[config.mk]
export PLATFORM = sky130hd
export DESIGN_NAME = lbcs_weight
export DESIGN_NICKNAME = d
export VERILOG_FILES = /design/src/design/least_busy_channel_select_macros.svh /design/src/design/lbcs_pkg.sv /design/src/design/lbcs_weight.sv
export SDC_FILE = /design/constraint.sdc
export NUM_CORES = 1
export LEC_CHECK = 0
export BUFFER_PORTS_ARGS = -buffer_cell sky130_fd_sc_hd__buf_2
export CORE_ASPECT_RATIO = 0.5
export CORE_MARGIN = 2
export CORE_UTILIZATION = 39
export CTS_CLUSTER_SIZE = 8
export DETAILED_ROUTE_END_ITERATION = 7
export GPL_TIMING_DRIVEN = 0
export SYNTH_ARGS = -nofsm -noshare
export SYNTH_HDL_FRONTEND = slang
export SYNTH_SLANG_ARGS = --single-unit
[constraint.sdc]
create_clock -name clk -period 9.7 [get_ports clk]
set_input_delay 1.94 -clock clk [delete_from_list [all_inputs] [get_ports clk]]
set_output_delay 1.94 -clock clk [all_outputs]
set_load 0.05 [all_outputs]
[src/design/least_busy_channel_select_macros.svh]
// ----------------------------------------------------------------------------
// Assertion macros for the least busy channel selector
// Concurrent checks that compile away when SYNTHESIS is defined.
// ----------------------------------------------------------------------------
`ifndef LEAST_BUSY_CHANNEL_SELECT_MACROS_SVH
`define LEAST_BUSY_CHANNEL_SELECT_MACROS_SVH

`ifndef SYNTHESIS
`define LBCS_ASSERT_NOW(label, clk, rst_n, ante, cons, msg) \
    label: assert property (@(posedge clk) disable iff (!rst_n) (ante) |-> (cons)) \
        else $error(msg);
`define LBCS_ASSERT_NEXT(label, clk, rst_n, ante, cons, msg) \
    label: assert property (@(posedge clk) disable iff (!rst_n) (ante) |=> (cons)) \
        else $error(msg);
`else
`define LBCS_ASSERT_NOW(label, clk, rst_n, ante, cons, msg)
`define LBCS_ASSERT_NEXT(label, clk, rst_n, ante, cons, msg)
`endif

`endif

[src/design/lbcs_pkg.sv]
// ----------------------------------------------------------------------------
// Least busy channel selector package
// Shared types, widths and the fractional power-of-two table.
// ----------------------------------------------------------------------------
package lbcs_pkg;

    localparam int LOAD_W   = 32;
    localparam int SUM_W    = 34;
    localparam int CH_W     = 4;
    localparam int RSSI_W   = 8;
    localparam int SEC_W    = 2;
    localparam int CTR_W    = 6;
    localparam int TAB_W    = 17;
    localparam int TAB_FRAC = 16;
    localparam int Q_W      = 5;
    localparam int F_W      = 4;

    // Reciprocal of ten for values below 256: q = (e * 205) >> 11.
    localparam logic [7:0] Q_MULT  = 8'd205;
    localparam int         Q_SHIFT = 11;

    localparam logic [SEC_W-1:0] SEC_NONE  = 2'd0;
    localparam logic [SEC_W-1:0] SEC_ABOVE = 2'd1;
    localparam logic [SEC_W-1:0] SEC_BELOW = 2'd2;

    localparam logic OP_RECORD = 1'b0;
    localparam logic OP_SELECT = 1'b1;

    // round(2^(f/10) * 2^16)
    localparam logic [TAB_W-1:0] FRAC_TAB [10] = '{
        17'd65536, 17'd70240, 17'd75281, 17'd80684, 17'd86475,
        17'd92682, 17'd99334, 17'd106464, 17'd114105, 17'd122295
    };

    typedef enum logic [2:0] {
        ST_IDLE,
        ST_WEIGHT,
        ST_ADD,
        ST_SUM,
        ST_SCAN,
        ST_DONE
    } lbcs_state_t;

    typedef struct packed {
        logic add_en;
        logic sum_en;
        logic scan_en;
    } lbcs_cell_ctrl_t;

endpackage

[src/design/lbcs_weight.sv]
// ----------------------------------------------------------------------------
// Record weight unit
// Registers 2^((128+rssi)/10) in unsigned fixed point, saturated to 32 bits.
// ----------------------------------------------------------------------------
module lbcs_weight
    import lbcs_pkg::*;
#(
    parameter int FRAC_BITS = 8
)
(
    input  logic                     clk,
    input  logic                     en,
    input  logic signed [RSSI_W-1:0] strength,
    output logic        [LOAD_W-1:0] weight
);

    localparam int MANT_W = FRAC_BITS + 2;

    logic [RSSI_W-1:0]     e;
    logic [15:0]           q_prod;
    logic [Q_W-1:0]        q;
    logic [RSSI_W-1:0]     q_times_ten;
    logic [F_W-1:0]        f;
    logic [TAB_W:0]        rounded;
    logic [MANT_W-1:0]     mant;
    logic [2*LOAD_W-1:0]   wide;
    logic [LOAD_W-1:0]     weight_next;
    logic [LOAD_W-1:0]     weight_reg;

    always_comb
    begin
        // Offset binary: adding 128 flips the sign bit.
        e           = {~strength[RSSI_W-1], strength[RSSI_W-2:0]};
        q_prod      = 16'(e) * 16'(Q_MULT);
        q           = Q_W'(q_prod >> Q_SHIFT);
        q_times_ten = RSSI_W'(q) * RSSI_W'(10);
        f           = F_W'(e - q_times_ten);
        rounded     = {1'b0, FRAC_TAB[f]} + ((TAB_W+1)'(1) << (TAB_FRAC - 1 - FRAC_BITS));
        mant        = MANT_W'(rounded >> (TAB_FRAC - FRAC_BITS));
        wide        = (2*LOAD_W)'(mant) << q;
        weight_next = (|wide[2*LOAD_W-1:LOAD_W]) ? {LOAD_W{1'b1}} : wide[LOAD_W-1:0];
    end

    always_ff @(posedge clk)
    begin
        if (en)
        begin
            weight_reg <= weight_next;
        end
    end

    assign weight = weight_reg;

endmodule

==> metrics.txt <==
number of warnings printed during yosys synthesis=0; number of levels in the clock H-tree=2; initial standard-cell utilization of the core=40.6%; register area=961 um^2; hold-critical path depth=1; share of the synthesized area in the top cell type=26.8%; synthesis-stage register bit count=32; post-route met1 wirelength=4.47 mm; number of flip-flops under the largest register name=32; Post-DRT Antenna Nets=0; Mapped Area=3590 um^2; total global routing overflow=0; Async SR Flop Fraction=0%; # clock sinks=32; antenna violations before repair=0; Worst Path Required=9690 ps; global-route wire length before repair=14.5 mm; clock slew at reported path FFs=50 ps; DRC Markers=0; Worst Setup Start Kind=primary input; fin crit period=8640 ps; pre-CTS worst setup slack=796 ps; Die H=71.8 um; number of top-level pins=42; count of endpoints failing setup in the final report=0; multi-input logic area=2410 um^2; kind of end point of the critical path=register; clock buffer depth=2; result of the run=complete, no violations; Slew Limit Headroom=55.4%; Row Count=24; cell taking the most area after synthesis=sky130_fd_sc_hd__edfxtp_1; Final HPWL DP=7.01 mm; Sum Neg Setup Slack=0 ps; source of the worst hold timing path=en; Synthesized Nets=460; input/output buffers=41; sequence of cells on the critical path=buf_2, ha_1, fa_1, fa_1, inv_1, fa_1, inv_1, ha_1, a211oi_1, nor2_1, a211oi_1, xor2_1, inv_2, buf_2, ha_1, ha_1, nor2b_1, a21oi_1, o22ai_1, nor3_1, o41ai_1, nand3_1, o32ai_1, o21ai_0; cell type with the highest occurrence count on the critical path=sky130_fd_sc_hd__ha_1; Detail Route met2 WL=3.59 mm; transition at the pin with the smallest max-transition slack=666 ps; top routing layer used=met4; delay of the slowest cell on the worst path=520 ps; worst-path maximum fanout=10; Achievable Freq=116 MHz; most frequent cells in the layout=47 x sky130_fd_sc_hd__buf_2, 47 x sky130_fd_sc_hd__ha_1, 32 x sky130_fd_sc_hd__edfxtp_1; detailed-routed wire length on met3=500 um; antenna diode count=0; number of nets in the finished design=508; Post-synth EDFFs=32; Clock Tree Root=sky130_fd_sc_hd__clkbuf_16; area enclosed by the die boundary=10000 um^2; largest net degree at the start of global routing=33; CTS tree=done; final setup margin=1060 ps; First-pass DRT Iterations=4; Iter 0 DRT Violations=195; number of fillers in the final layout=897; Die Wd=140 um; Post-synth top flop=sky130_fd_sc_hd__edfxtp_1; TritonCTS Buffers=5; standard cell core area=8830 um^2; drt total wl=8.65 mm; leading post-synthesis cells by cell area=sky130_fd_sc_hd__edfxtp_1 27%, sky130_fd_sc_hd__ha_1 16%, sky130_fd_sc_hd__fa_1 6.7%; final max-slew violation count=0; number of unique standard cell types used by synthesis=66; slowest cell on the critical path=sky130_fd_sc_hd__fa_1; detailed-route wire length per cell=15.5 um; final hold violation count=0; PostCTS Resize Cnt=0; vias post-DR=3068; number of hold buffers added after cts=0; signal arrival time at the worst endpoint=8640 ps; max cap viols=0; setup repair after global routing missed its margin=no; Area growth syn-to-layout=13.7%; placer's final routability congestion estimate=0.910; via density per instance=5.51; type of the tightest min-delay check=primary input to register; mean instance size in the synthesized netlist=9.17 um^2; via count of the first global-routing pass=2848; hold worst-path end=weight[15]; Overall Global Routing Usage=17.7%; post-CTS setup buffers=0; post-synthesis instance total=391; critical path class=primary input to register; part of the Yosys area used for sequential elements=26.8%; post-route clock period utilization=89.1%; share of post-route cells with drive strength above 1=17.7%
[cell families (layout without fill, tap and decap cells)]
group                    Yosys count  in the layout  synth area share (%)
multiplexers                       5              5                  1.40
buffers and inverters             53            102                  6.14
AO/OA/AOI/OAI                    127            127                  25.2
AND/OR/NAND/NOR                  101            101                  13.8
flip-flops                        32             32                  26.8
XOR/XNOR                          14             14                  3.63
adder cells (fa/ha/maj)           59             59                  23.1
[how the worst max path moves through the flow]
stage / from / to / slack (ps) / cells past startpoint
floorplan: strength[5] / weight[14] / 1820 / 23
global placement: strength[5] / weight[22] / 810 / 24
detailed placement: strength[5] / weight[6] / 800 / 24
CTS: strength[5] / weight[6] / 1060 / 24
global route: strength[5] / weight[6] / 550 / 24
finish: strength[5] / weight[6] / 1060 / 24
[stage by stage]
stage	hold WS [ps]	area, um^2	utilization (%)	cells
CTS	2260	4080	46.2	557
finish	2240	4080	46.2	557
floorplan	2050	3590	-	391
global route	2300	4080	46.2	557
detailed placement	2480	3940	44.6	549
global placement	2480	3940	44.6	549
[final cells by class]
cell class                      instances  share of cell area [%]
Multi-Input combinational cell        306                    59.0
Inverter                               32                    3.01
Clock buffer                            5                    3.07
Sequential cell                        32                    23.6
Timing Repair Buffer                   41                    5.03
Clock inverter                          3                   0.338
Buffer                                 21                    2.39
Tap cell                              117                    3.59
[worst max-delay path, delay by kind of cell]
family	cells	cell delay [ps]
AO/OA/AOI/OAI	7	2120
XOR/XNOR	1	320
buffers and inverters	5	600
adder cells (fa/ha/maj)	7	3000
AND/OR/NAND/NOR	4	640
[cells in the mapped netlist, types with 3 or more instances]
cell type	instances
sky130_fd_sc_hd__a211o_1	3
sky130_fd_sc_hd__a211oi_1	6
sky130_fd_sc_hd__a21o_1	7
sky130_fd_sc_hd__a21oi_1	22
sky130_fd_sc_hd__a221oi_1	3
sky130_fd_sc_hd__a31oi_1	8
sky130_fd_sc_hd__buf_2	6
sky130_fd_sc_hd__clkbuf_1	12
sky130_fd_sc_hd__edfxtp_1	32
sky130_fd_sc_hd__fa_1	12
sky130_fd_sc_hd__ha_1	47
sky130_fd_sc_hd__inv_1	29
sky130_fd_sc_hd__mux2i_1	5
sky130_fd_sc_hd__nand2_1	24
sky130_fd_sc_hd__nand3_1	12
sky130_fd_sc_hd__nand4_1	4
sky130_fd_sc_hd__nor2_1	30
sky130_fd_sc_hd__nor2b_1	5
sky130_fd_sc_hd__nor3_1	10
sky130_fd_sc_hd__o211ai_1	4
sky130_fd_sc_hd__o21a_1	4
sky130_fd_sc_hd__o21ai_0	28
sky130_fd_sc_hd__o21ai_1	6
sky130_fd_sc_hd__o21ai_2	3
sky130_fd_sc_hd__o22ai_1	3
sky130_fd_sc_hd__o31ai_1	3
sky130_fd_sc_hd__xnor2_1	7
sky130_fd_sc_hd__xor2_1	6
[metal layers]
| layer | GRT usage [%] | up-vias |
|---|---|---|
| met5 | 0 | - |
| met4 | 3.44 | 0 |
| met3 | 2.61 | 7 |
| met2 | 27.3 | 77 |
| met1 | 26.8 | 1430 |
| li1 | - | 1554 |
Power is left out: the tool's default activity adds up to more than one toggle a clock period on the data nets, which glitch-free logic cannot reach.
