**src/design/least_busy_channel_select_macros.svh**
```systemverilog
// ----------------------------------------------------------------------------
// Assertion macros for the least busy channel selector
// Concurrent checks that compile away when SYNTHESIS is defined.
// ----------------------------------------------------------------------------
`ifndef LEAST_BUSY_CHANNEL_SELECT_MACROS_SVH
`define LEAST_BUSY_CHANNEL_SELECT_MACROS_SVH

`ifndef SYNTHESIS
`define LBCS_ASSERT_NOW(label, clk, rst_n, ante, cons, msg) \
    label: assert property (@(posedge clk) disable iff (!rst_n) (ante) |-> (cons)) \
        else $error(msg);
`define LBCS_ASSERT_NEXT(label, clk, rst_n, ante, cons, msg) \
    label: assert property (@(posedge clk) disable iff (!rst_n) (ante) |=> (cons)) \
        else $error(msg);
`else
`define LBCS_ASSERT_NOW(label, clk, rst_n, ante, cons, msg)
`define LBCS_ASSERT_NEXT(label, clk, rst_n, ante, cons, msg)
`endif

`endif

```
**src/design/lbcs_pkg.sv**
```systemverilog
// ----------------------------------------------------------------------------
// Least busy channel selector package
// Shared types, widths and the fractional power-of-two table.
// ----------------------------------------------------------------------------
package lbcs_pkg;

    localparam int LOAD_W   = 32;
    localparam int SUM_W    = 34;
    localparam int CH_W     = 4;
    localparam int RSSI_W   = 8;
    localparam int SEC_W    = 2;
    localparam int CTR_W    = 6;
    localparam int TAB_W    = 17;
    localparam int TAB_FRAC = 16;
    localparam int Q_W      = 5;
    localparam int F_W      = 4;

    // Reciprocal of ten for values below 256: q = (e * 205) >> 11.
    localparam logic [7:0] Q_MULT  = 8'd205;
    localparam int         Q_SHIFT = 11;

    localparam logic [SEC_W-1:0] SEC_NONE  = 2'd0;
    localparam logic [SEC_W-1:0] SEC_ABOVE = 2'd1;
    localparam logic [SEC_W-1:0] SEC_BELOW = 2'd2;

    localparam logic OP_RECORD = 1'b0;
    localparam logic OP_SELECT = 1'b1;

    // round(2^(f/10) * 2^16)
    localparam logic [TAB_W-1:0] FRAC_TAB [10] = '{
        17'd65536, 17'd70240, 17'd75281, 17'd80684, 17'd86475,
        17'd92682, 17'd99334, 17'd106464, 17'd114105, 17'd122295
    };

    typedef enum logic [2:0] {
        ST_IDLE,
        ST_WEIGHT,
        ST_ADD,
        ST_SUM,
        ST_SCAN,
        ST_DONE
    } lbcs_state_t;

    typedef struct packed {
        logic add_en;
        logic sum_en;
        logic scan_en;
    } lbcs_cell_ctrl_t;

endpackage

```
**src/design/lbcs_cell.sv**
```systemverilog
// ----------------------------------------------------------------------------
// Channel cell
// Holds one channel's load, adds record weights, and takes part in the
// minimum-search wave that runs from the lowest channel to the highest.
// ----------------------------------------------------------------------------
module lbcs_cell
    import lbcs_pkg::*;
#(
    parameter int CHANNEL = 1
)
(
    input  logic                    clk,
    input  logic                    rst_n,
    input  lbcs_cell_ctrl_t         ctrl,
    input  logic [LOAD_W-1:0]       weight,
    input  logic signed [CTR_W-1:0] prim_centre,
    input  logic signed [CTR_W-1:0] sec_centre,
    input  logic                    sec_en,
    input  logic [LOAD_W-1:0]       left_load,
    input  logic [LOAD_W-1:0]       right_load,
    input  logic [SUM_W-1:0]        left_best_sum,
    input  logic [CH_W-1:0]         left_best_idx,
    output logic [LOAD_W-1:0]       load,
    output logic [SUM_W-1:0]        best_sum,
    output logic [CH_W-1:0]         best_idx
);

    localparam logic signed [CTR_W-1:0] CH_POS = CTR_W'(CHANNEL);
    localparam logic [CH_W-1:0]         CH_IDX = CH_W'(CHANNEL);
    localparam logic                    FIRST  = (CHANNEL == 1);

    logic [LOAD_W-1:0]       load_reg;
    logic [LOAD_W-1:0]       load_next;
    logic [SUM_W-1:0]        sum_reg;
    logic [SUM_W-1:0]        sum_next;
    logic [SUM_W-1:0]        best_sum_reg;
    logic [SUM_W-1:0]        best_sum_next;
    logic [CH_W-1:0]         best_idx_reg;
    logic [CH_W-1:0]         best_idx_next;
    logic signed [CTR_W-1:0] d_prim;
    logic signed [CTR_W-1:0] d_sec;
    logic [LOAD_W-1:0]       amt_prim;
    logic [LOAD_W-1:0]       amt_sec;
    logic [SUM_W-1:0]        total;

    always_comb
    begin
        d_prim = CH_POS - prim_centre;
        d_sec  = CH_POS - sec_centre;

        amt_prim = '0;
        if (d_prim inside {-6'sd1, 6'sd0, 6'sd1})
        begin
            amt_prim = weight;
        end
        else if (d_prim inside {-6'sd2, 6'sd2})
        begin
            amt_prim = weight >> 1;
        end

        amt_sec = '0;
        if (sec_en && (d_sec inside {-6'sd1, 6'sd0, 6'sd1}))
        begin
            amt_sec = weight;
        end
        else if (sec_en && (d_sec inside {-6'sd2, 6'sd2}))
        begin
            amt_sec = weight >> 1;
        end

        // Clamping once after both adds equals clamping after each one.
        total = SUM_W'(load_reg) + SUM_W'(amt_prim) + SUM_W'(amt_sec);

        load_next = load_reg;
        if (ctrl.sum_en)
        begin
            load_next = '0;
        end
        else if (ctrl.add_en)
        begin
            load_next = (|total[SUM_W-1:LOAD_W]) ? {LOAD_W{1'b1}} : total[LOAD_W-1:0];
        end

        sum_next = sum_reg;
        if (ctrl.sum_en)
        begin
            sum_next = SUM_W'(left_load) + SUM_W'(load_reg) + SUM_W'(right_load);
        end

        best_sum_next = best_sum_reg;
        best_idx_next = best_idx_reg;
        if (ctrl.scan_en)
        begin
            // Ties keep the lower channel coming from the left.
            if (FIRST || (sum_reg < left_best_sum))
            begin
                best_sum_next = sum_reg;
                best_idx_next = CH_IDX;
            end
            else
            begin
                best_sum_next = left_best_sum;
                best_idx_next = left_best_idx;
            end
        end
    end

    always_ff @(posedge clk or negedge rst_n)
    begin
        if (!rst_n)
        begin
            load_reg <= '0;
        end
        else
        begin
            load_reg <= load_next;
        end
    end

    always_ff @(posedge clk)
    begin
        sum_reg      <= sum_next;
        best_sum_reg <= best_sum_next;
        best_idx_reg <= best_idx_next;
    end

    assign load     = load_reg;
    assign best_sum = best_sum_reg;
    assign best_idx = best_idx_reg;

endmodule

```
**config.mk**
```make
export PLATFORM = sky130hd
export DESIGN_NAME = lbcs_cell
export DESIGN_NICKNAME = d
export VERILOG_FILES = /design/src/design/least_busy_channel_select_macros.svh /design/src/design/lbcs_pkg.sv /design/src/design/lbcs_cell.sv
export SDC_FILE = /design/constraint.sdc
export NUM_CORES = 1
export LEC_CHECK = 0
export BUFFER_PORTS_ARGS = -buffer_cell sky130_fd_sc_hd__clkbuf_2
export CORE_UTILIZATION = 56
export DETAILED_ROUTE_END_ITERATION = 7
export PLACE_DENSITY_LB_ADDON = 0.3
export SLEW_MARGIN = 30
export SYNTH_ARGS = -nofsm -noshare
export SYNTH_HDL_FRONTEND = slang
export SYNTH_SLANG_ARGS = --single-unit
```
**constraint.sdc**
```tcl
create_clock -name clk -period 6.2 [get_ports clk]
set_input_delay 1.86 -clock clk [delete_from_list [all_inputs] [get_ports clk]]
set_output_delay 1.86 -clock clk [all_outputs]
set_load 0.05 [all_outputs]
```
==> impl_metrics.yaml, run 1 <==
detailed_routing:
  wire_per_inst_um: 16.3
  drc_errors: 0
  routed_wl_um: 22300
  routed_via_density: 5.64
  drtPass1Iterations: 6
  vias: 7753
  detailedRoute.firstIterationViolations: 548
  final_antenna_violating_net_count: 0
grt:
  grt_start_max_net_pins: 36
  grt_use_total_pct: 26.5
  grt_pass1_vias: 7240
  grt_first_pass_wirelength_um: 34300
  grt_remaining_overflow: 0
  grt_antenna_before_repair: 0
synth:
  synth_flop_cell: "edfxtp_1"
  syn-instance-count: 908
  synth.yosys.warnings: 0
  mean_post_synth_cell_area_um2: 9.88
  share_of_synthesized_flip_flops_with_an_asynchronous_set_or_reset_pct: 32.0
  netlist_top_cells_area: "edfxtp_1 23%, fa_1 15%, dfrtp_1 8.9%"
  postSynthRegisterBits: 100
  synth.cell_area_mm2: 0.00897
  netlist-cell-type-count: 61
  synth_enable_flop_cells: 68
  synth.largest_area_cell: "edfxtp_1"
  netlist.area_leader.share_pct: 22.8
  seq_area_frac_synth_pct: 31.7
die:
  row_count: 45
  die_x_um: 129
  initial_utilization_pct: 58.2
  floorplan.die.height_um: 129
  num_io_pins: 222
  die-area_mm2: 0.0165
  floorplan.core_area_mm2: 0.0154
place:
  place_congestion: 0.910
  placed_area_mm2: 0.0107
  place.detailed.instances: 1346
  hpwl_um: 17800
  i_o_buffers: 179
power_and_ir_drop:
  power.share.sequential_pct: 36.9
  p_sw_w: 0.000979
  fin_total_pwr_w: 0.00256
  internal_power_w: 0.00158
  power_frac_comb_pct: 42.6
  clock_power_share_pct: 20.6
  power.static_leakage_nw: 5.31
  maximum_resistive_drop_on_vdd_uv: 186
  power.density_cell_area_mw_per_mm2: 226
  p_sw_share_pct: 38.3
timing:
  grt_setup_unrepaired: "yes"
  timing.final.crit_period_ns: 6.10
  min_period_over_period_pct: 98.3
  fmax_mhz: 164
  fin_skew_ns: 0.0115
  report.final.slew_viol_count: 0
  maxSlewHeadroom_pct: 47.3
  worstMarginPinSlew_ns: 0.790
  final_hold_viol_count: 0
  setup_viol: 0
final_layout:
  final_area_mm2: 0.0113
  postLayoutCoreUtil_pct: 73.3
  commonest_non_fill_non_tap_cells_in_the_layout: "179 x clkbuf_2, 109 x inv_1, 83 x buf_4, 68 x edfxtp_1, 67 x nor2_1"
  num_antenna_cells: 0
  final_common_cell: "clkbuf_2"
  stdcell_count: 1374
  drive_gt1_share_pct: 30.6
  layout-area-overhead-vs-synth_pct: 25.9
  final_net_count: 1440
worst_hold_path:
  holdCritStartpoint: "sum_reg[5]"
  hold_path_depth: 0
  min_path_type: "reg -> reg"
  worst_hold_endpoint: "best_sum[5]"
worst_setup_path:
  critical-path-top-delay-family: "compound AO/OA/AOI/OAI gates"
  timing.critical_path.cells: "clkbuf_2 > inv_2 > ha_2 > nor2b_4 > a22oi_1 > nor3_2 > a22oi_1 > nor2b_2 > buf_4 > a22oi_1 > fa_1 > inv_1 > ha_1 > o21ai_1 > nor2_1 > o21a_1 > a211o_1 > a41o_1 > a32o_2 > nand2b_4 > a21oi_4 > clkbuf_16 > a211oi_1"
  critical-path-slowest-cell: "fa_1"
  crit_path_max_incr_delay_ns: 0.48
  reg2reg_depth: 15
  crit_arrival_ns: 6.30
  worst-path-buf-inv: 5
  timing.critical_path.from_type: "primary input"
  cp_data_required_time_ns: 6.40
  worst-setup-path-type: "in -> reg"
  path_max_fanout: 7
  endpoint_kind: "register"
  rrSetupSlack_ns: 2.48
  end_of_the_worst_register_to_register_path: "load[14]"
  rr_startpoint: "load[1]"
  critical_path_s_most_frequent_cell: "a22oi_1"
job:
  maxCapViolations: 0
clock_tree:
  holdBufCountCts: 0
  largest_buffer_count_on_any_clock_path: 2
  cts_htree_levels: 3
  clk-insertion-delay-late_ns: 0.34
  tritoncts_buffers: 9
  cts_tree: "yes"
  cts_root_buffer: "clkbuf_16"
  numClockSinks: 100
  worst_setup_hold_path_clk_slew_ns: 0.07
outcome:
  outcome: "finished, final reports clean"
## through the flow
step                worst slack [ns]  hold slack (ns)  setup TNS (ns)
floorplan                    0.00963            0.400               0
global placement             -0.0928            0.401           -2.43
detailed placement            -0.252            0.405           -7.47
CTS                           0.0982            0.420               0
global route                 -0.0642            0.422          -0.893
finish                         0.103            0.418               0
## cell usage after synthesis (5+ instances only)
master	number
a211oi_1	21
a211oi_2	17
a21o_1	27
a21oi_1	59
a22oi_1	60
a31oi_1	5
and3_1	10
clkbuf_1	29
dfrtp_1	32
edfxtp_1	68
fa_1	66
ha_1	64
inv_1	111
nand2_1	38
nand2b_1	9
nand3_1	13
nand4_1	6
nor2_1	70
nor2b_1	13
nor3_1	13
o21a_1	15
o21ai_0	37
xnor2_1	36
xor2_1	21
## cell families (layout without fill, tap and decap cells)
kind of cell    after synthesis  in the layout  synth area share [%]
buf+inv                     150            403                  6.72
other cells                   2              4                0.0837
simple gates                186            186                  9.86
flops                       100            100                  31.7
compound gates              283            283                  22.5
fa+ha+maj                   130            130                  23.6
xor+xnor                     57             57                  5.56
## worst register-to-register path: cells and delay by family (launching register included)
| family | cells | cell delay, ns |
|---|---|---|
| compound gates | 6 | 1.22 |
| fa+ha+maj | 3 | 1.10 |
| buf+inv | 3 | 0.41 |
| flops | 1 | 0.44 |
| simple gates | 3 | 0.41 |
## power by group through the flow
stage / Clock, W / Combinational (W) / Sequential, W
final: 0.000525 / 0.00109 / 0.000942
after global routing: 0.000555 / 0.00119 / 0.000954
after CTS: 0.000534 / 0.00106 / 0.000942
after detailed placement: 0 / 0.00105 / 0.000956
after global placement: 0 / 0.00103 / 0.000952
after floorplan: 0 / 0.000566 / 0.00113
## per-layer routing
layer	vias to the layer above	track usage [%]	share of wire, %
met2	290	43.6	48
met1	3662	35.8	43
met3	61	1.66	4.5
met5	-	0	0
met4	0	13.1	4.1
li1	3740	-	-
## worst max path at each step
stage                       start  endpoint  cells past startpoint
floorplan           sec_centre[1]  load[20]                     24
global placement    sec_centre[1]   load[7]                     23
detailed placement  sec_centre[1]   load[8]                     23
CTS                 sec_centre[1]   load[8]                     23
global route        sec_centre[2]  load[14]                     23
finish              sec_centre[1]  load[14]                     23
## cell type report
type	count	area [µm²]
Multi-Input combinational cell	660	5760
Fill cell	1183	4130
Sequential cell	100	2840
Timing Repair Buffer	276	1730
Inverter	111	417
Tap cell	211	264
Clock buffer	9	225
Clock inverter	7	57.6
## repair_timing
| item | in CTS | in global routing |
|---|---|---|
| resized for setup | 0 | 54 |
| endpoints found under the setup margin | 0 | 32 |
| buffers inserted | 0 | 8 |
(Power assumes the default switching activity.)
==> inputs of run 2 (changes only) <==
--- a/config.mk
+++ b/config.mk
@@ -7,6 +7,7 @@
 export LEC_CHECK = 0
 export BUFFER_PORTS_ARGS = -buffer_cell sky130_fd_sc_hd__clkbuf_2
 export CORE_UTILIZATION = 56
+export CTS_BUF_LIST = sky130_fd_sc_hd__clkbuf_4 sky130_fd_sc_hd__clkbuf_8
 export DETAILED_ROUTE_END_ITERATION = 7
 export PLACE_DENSITY_LB_ADDON = 0.3
 export SLEW_MARGIN = 30
==> run 2 against run 1 <==
  * Clock skew is 0.0045 ns higher
  * Cell count fell by 0.73%
  * Wire length is 3.4% lower
  * Sequential share of layout area up 0.92 points
  * Core utilization is 2.6 points lower
  * Die area unchanged
  * Sequential power hardly changed
  * Non-clock buffer count down 10
  * Critical endpoint is now load[29]
==> impl_metrics.yaml, run 2 (synthesis results as in run 1) <==
power_and_ir_drop:
  clock_power_share_pct: 16.0
  power.static_leakage_nw: 5.19
  internal_power_w: 0.00144
  power_frac_comb_pct: 44.6
  p_sw_share_pct: 39.9
  maximum_resistive_drop_on_vdd_uv: 126
  p_sw_w: 0.000952
  power.density_cell_area_mw_per_mm2: 219
  power.share.sequential_pct: 39.4
die:
  die_x_um: 129
  floorplan.core_area_mm2: 0.0154
  row_count: 45
  die-area_mm2: 0.0165
  initial_utilization_pct: 58.2
  floorplan.die.height_um: 129
  num_io_pins: 222
timing:
  report.final.slew_viol_count: 0
  timing.final.crit_period_ns: 6.05
  setup_viol: 0
  worstMarginPinSlew_ns: 0.775
  maxSlewHeadroom_pct: 48.3
  tns_ns: 0
  fmax_mhz: 165
  final_hold_viol_count: 0
  min_period_over_period_pct: 97.6
  fin_skew_ns: 0.0160
  grt_setup_unrepaired: "yes"
worst_hold_path:
  min_path_type: "reg -> reg"
  worst_hold_endpoint: "best_sum[33]"
  hold_path_depth: 0
  holdCritStartpoint: "sum_reg[33]"
worst_setup_path:
  rrSetupSlack_ns: 2.44
  critical-path-slowest-cell: "fa_1"
  crit_arrival_ns: 6.29
  reg2reg_depth: 15
  worst-path-buf-inv: 4
  critical-path-top-delay-family: "compound AO/OA/AOI/OAI gates"
  endpoint_kind: "register"
  path_max_fanout: 6
  crit_path_max_incr_delay_ns: 0.49
  timing.critical_path.cells: "clkbuf_2 > inv_1 > ha_1 > nor2b_2 > nor4b_2 > a22oi_1 > nor2b_4 > a22oi_1 > fa_1 > inv_1 > ha_1 > fa_1 > a21oi_2 > nor2_1 > o21a_1 > o2111ai_1 > nand3_1 > o211ai_1 > nand4b_2 > a21oi_4 > buf_4 > o32ai_1"
  end_of_the_worst_register_to_register_path: "load[29]"
  timing.critical_path.from_type: "primary input"
  cp_data_required_time_ns: 6.44
  rr_startpoint: "load[1]"
  worst-setup-path-type: "in -> reg"
place:
  placed_area_mm2: 0.0107
  place_congestion: 0.910
  hpwl_um: 17800
  place.detailed.instances: 1346
  i_o_buffers: 179
grt:
  grt_pass1_vias: 7185
  grt_use_total_pct: 26.3
  grt_antenna_before_repair: 0
  grt_first_pass_wirelength_um: 34000
  grt_start_max_net_pins: 36
  grt_remaining_overflow: 0
final_layout:
  final_net_count: 1430
  layout-area-overhead-vs-synth_pct: 21.5
  postLayoutCoreUtil_pct: 70.7
  final_common_cell: "clkbuf_2"
  commonest_non_fill_non_tap_cells_in_the_layout: "179 x clkbuf_2, 111 x inv_1, 79 x buf_4, 69 x nor2_1, 68 x edfxtp_1"
  drive_gt1_share_pct: 27.4
  stdcell_count: 1364
  final_area_mm2: 0.0109
  num_antenna_cells: 0
detailed_routing:
  routed_wl_um: 21600
  drtPass1Iterations: 7
  detailedRoute.firstIterationViolations: 456
  drc_errors: 0
  routed_via_density: 5.63
  wire_per_inst_um: 15.8
  vias: 7673
  final_antenna_violating_net_count: 0
clock_tree:
  clk-insertion-delay-late_ns: 0.37
  numClockSinks: 100
  cts_root_buffer: "clkbuf_8"
  worst_setup_hold_path_clk_slew_ns: 0.10
  tritoncts_buffers: 9
  largest_buffer_count_on_any_clock_path: 2
  cts_htree_levels: 3
  cts_tree: "yes"
job:
  maxCapViolations: 0
outcome:
  outcome: "finished, final reports clean"
-- run 2: layout make-up --
class                   count  area, µm²
multi-input cells         660       5580
inverters                 111        417
flip-flops and latches    100       2840
fillers                  1250       4530
clock inverters             7       57.6
clock buffers               9        124
repair buffers            266       1610
well taps                 211        264
-- run 2: layer usage --
layer / wire length, µm / track usage, % / up-vias
met3: 1070 / 2.08 / 65
li1: - / - / 3726
met2: 10200 / 43.1 / 294
met1: 9480 / 35.7 / 3588
met5: 0 / 0 / -
met4: 839 / 12.5 / 0
-- run 2: worst register-to-register path, cell delays in order (launching register included) --
cell	delay, ns
dfrtp_1	0.46
inv_1	0.11
fa_1	0.54
inv_1	0.04
ha_1	0.22
fa_1	0.42
a21oi_2	0.18
nor2_1	0.09
o21a_1	0.19
o2111ai_1	0.17
nand3_1	0.16
o211ai_1	0.31
nand4b_2	0.19
a21oi_4	0.23
buf_4	0.20
o32ai_1	0.10
-- run 2: power by group through the flow --
stage          sequential (W)  combinational [W]  clock (W)
2_1_floorplan         0.00113           0.000566          0
3_3_place_gp         0.000952            0.00103          0
3_5_place_dp         0.000956            0.00105          0
4_1_cts              0.000941            0.00106   0.000391
5_1_grt              0.000953            0.00117   0.000414
6_report             0.000941            0.00106   0.000383
-- run 2: how the worst max path moves through the flow --
stage                              from       end  slack, ns  depth (start not counted)
after global placement    sec_centre[1]   load[7]      -0.09                         23
after CTS                 sec_centre[1]   load[1]       0.15                         23
final                     sec_centre[1]  load[29]       0.15                         22
after global routing      sec_centre[1]  load[29]      -0.04                         22
after detailed placement  sec_centre[1]   load[8]      -0.25                         23
after floorplan           sec_centre[1]  load[20]       0.01                         24
-- run 2: what timing repair did --
item,CTS,global route
hold buffers,0,0
setup buffers,0,0
resized for setup,0,9
hold endpoints to repair,0,0
endpoints found under the setup margin,0,32
-- run 2: stage by stage --
stage               hold WS, ns  worst slack [ns]  total power [W]
global route              0.425           -0.0350          0.00254
floorplan                 0.400           0.00963          0.00170
finish                    0.421             0.148          0.00239
detailed placement        0.405            -0.252          0.00201
CTS                       0.424             0.146          0.00239
global placement          0.401           -0.0928          0.00199
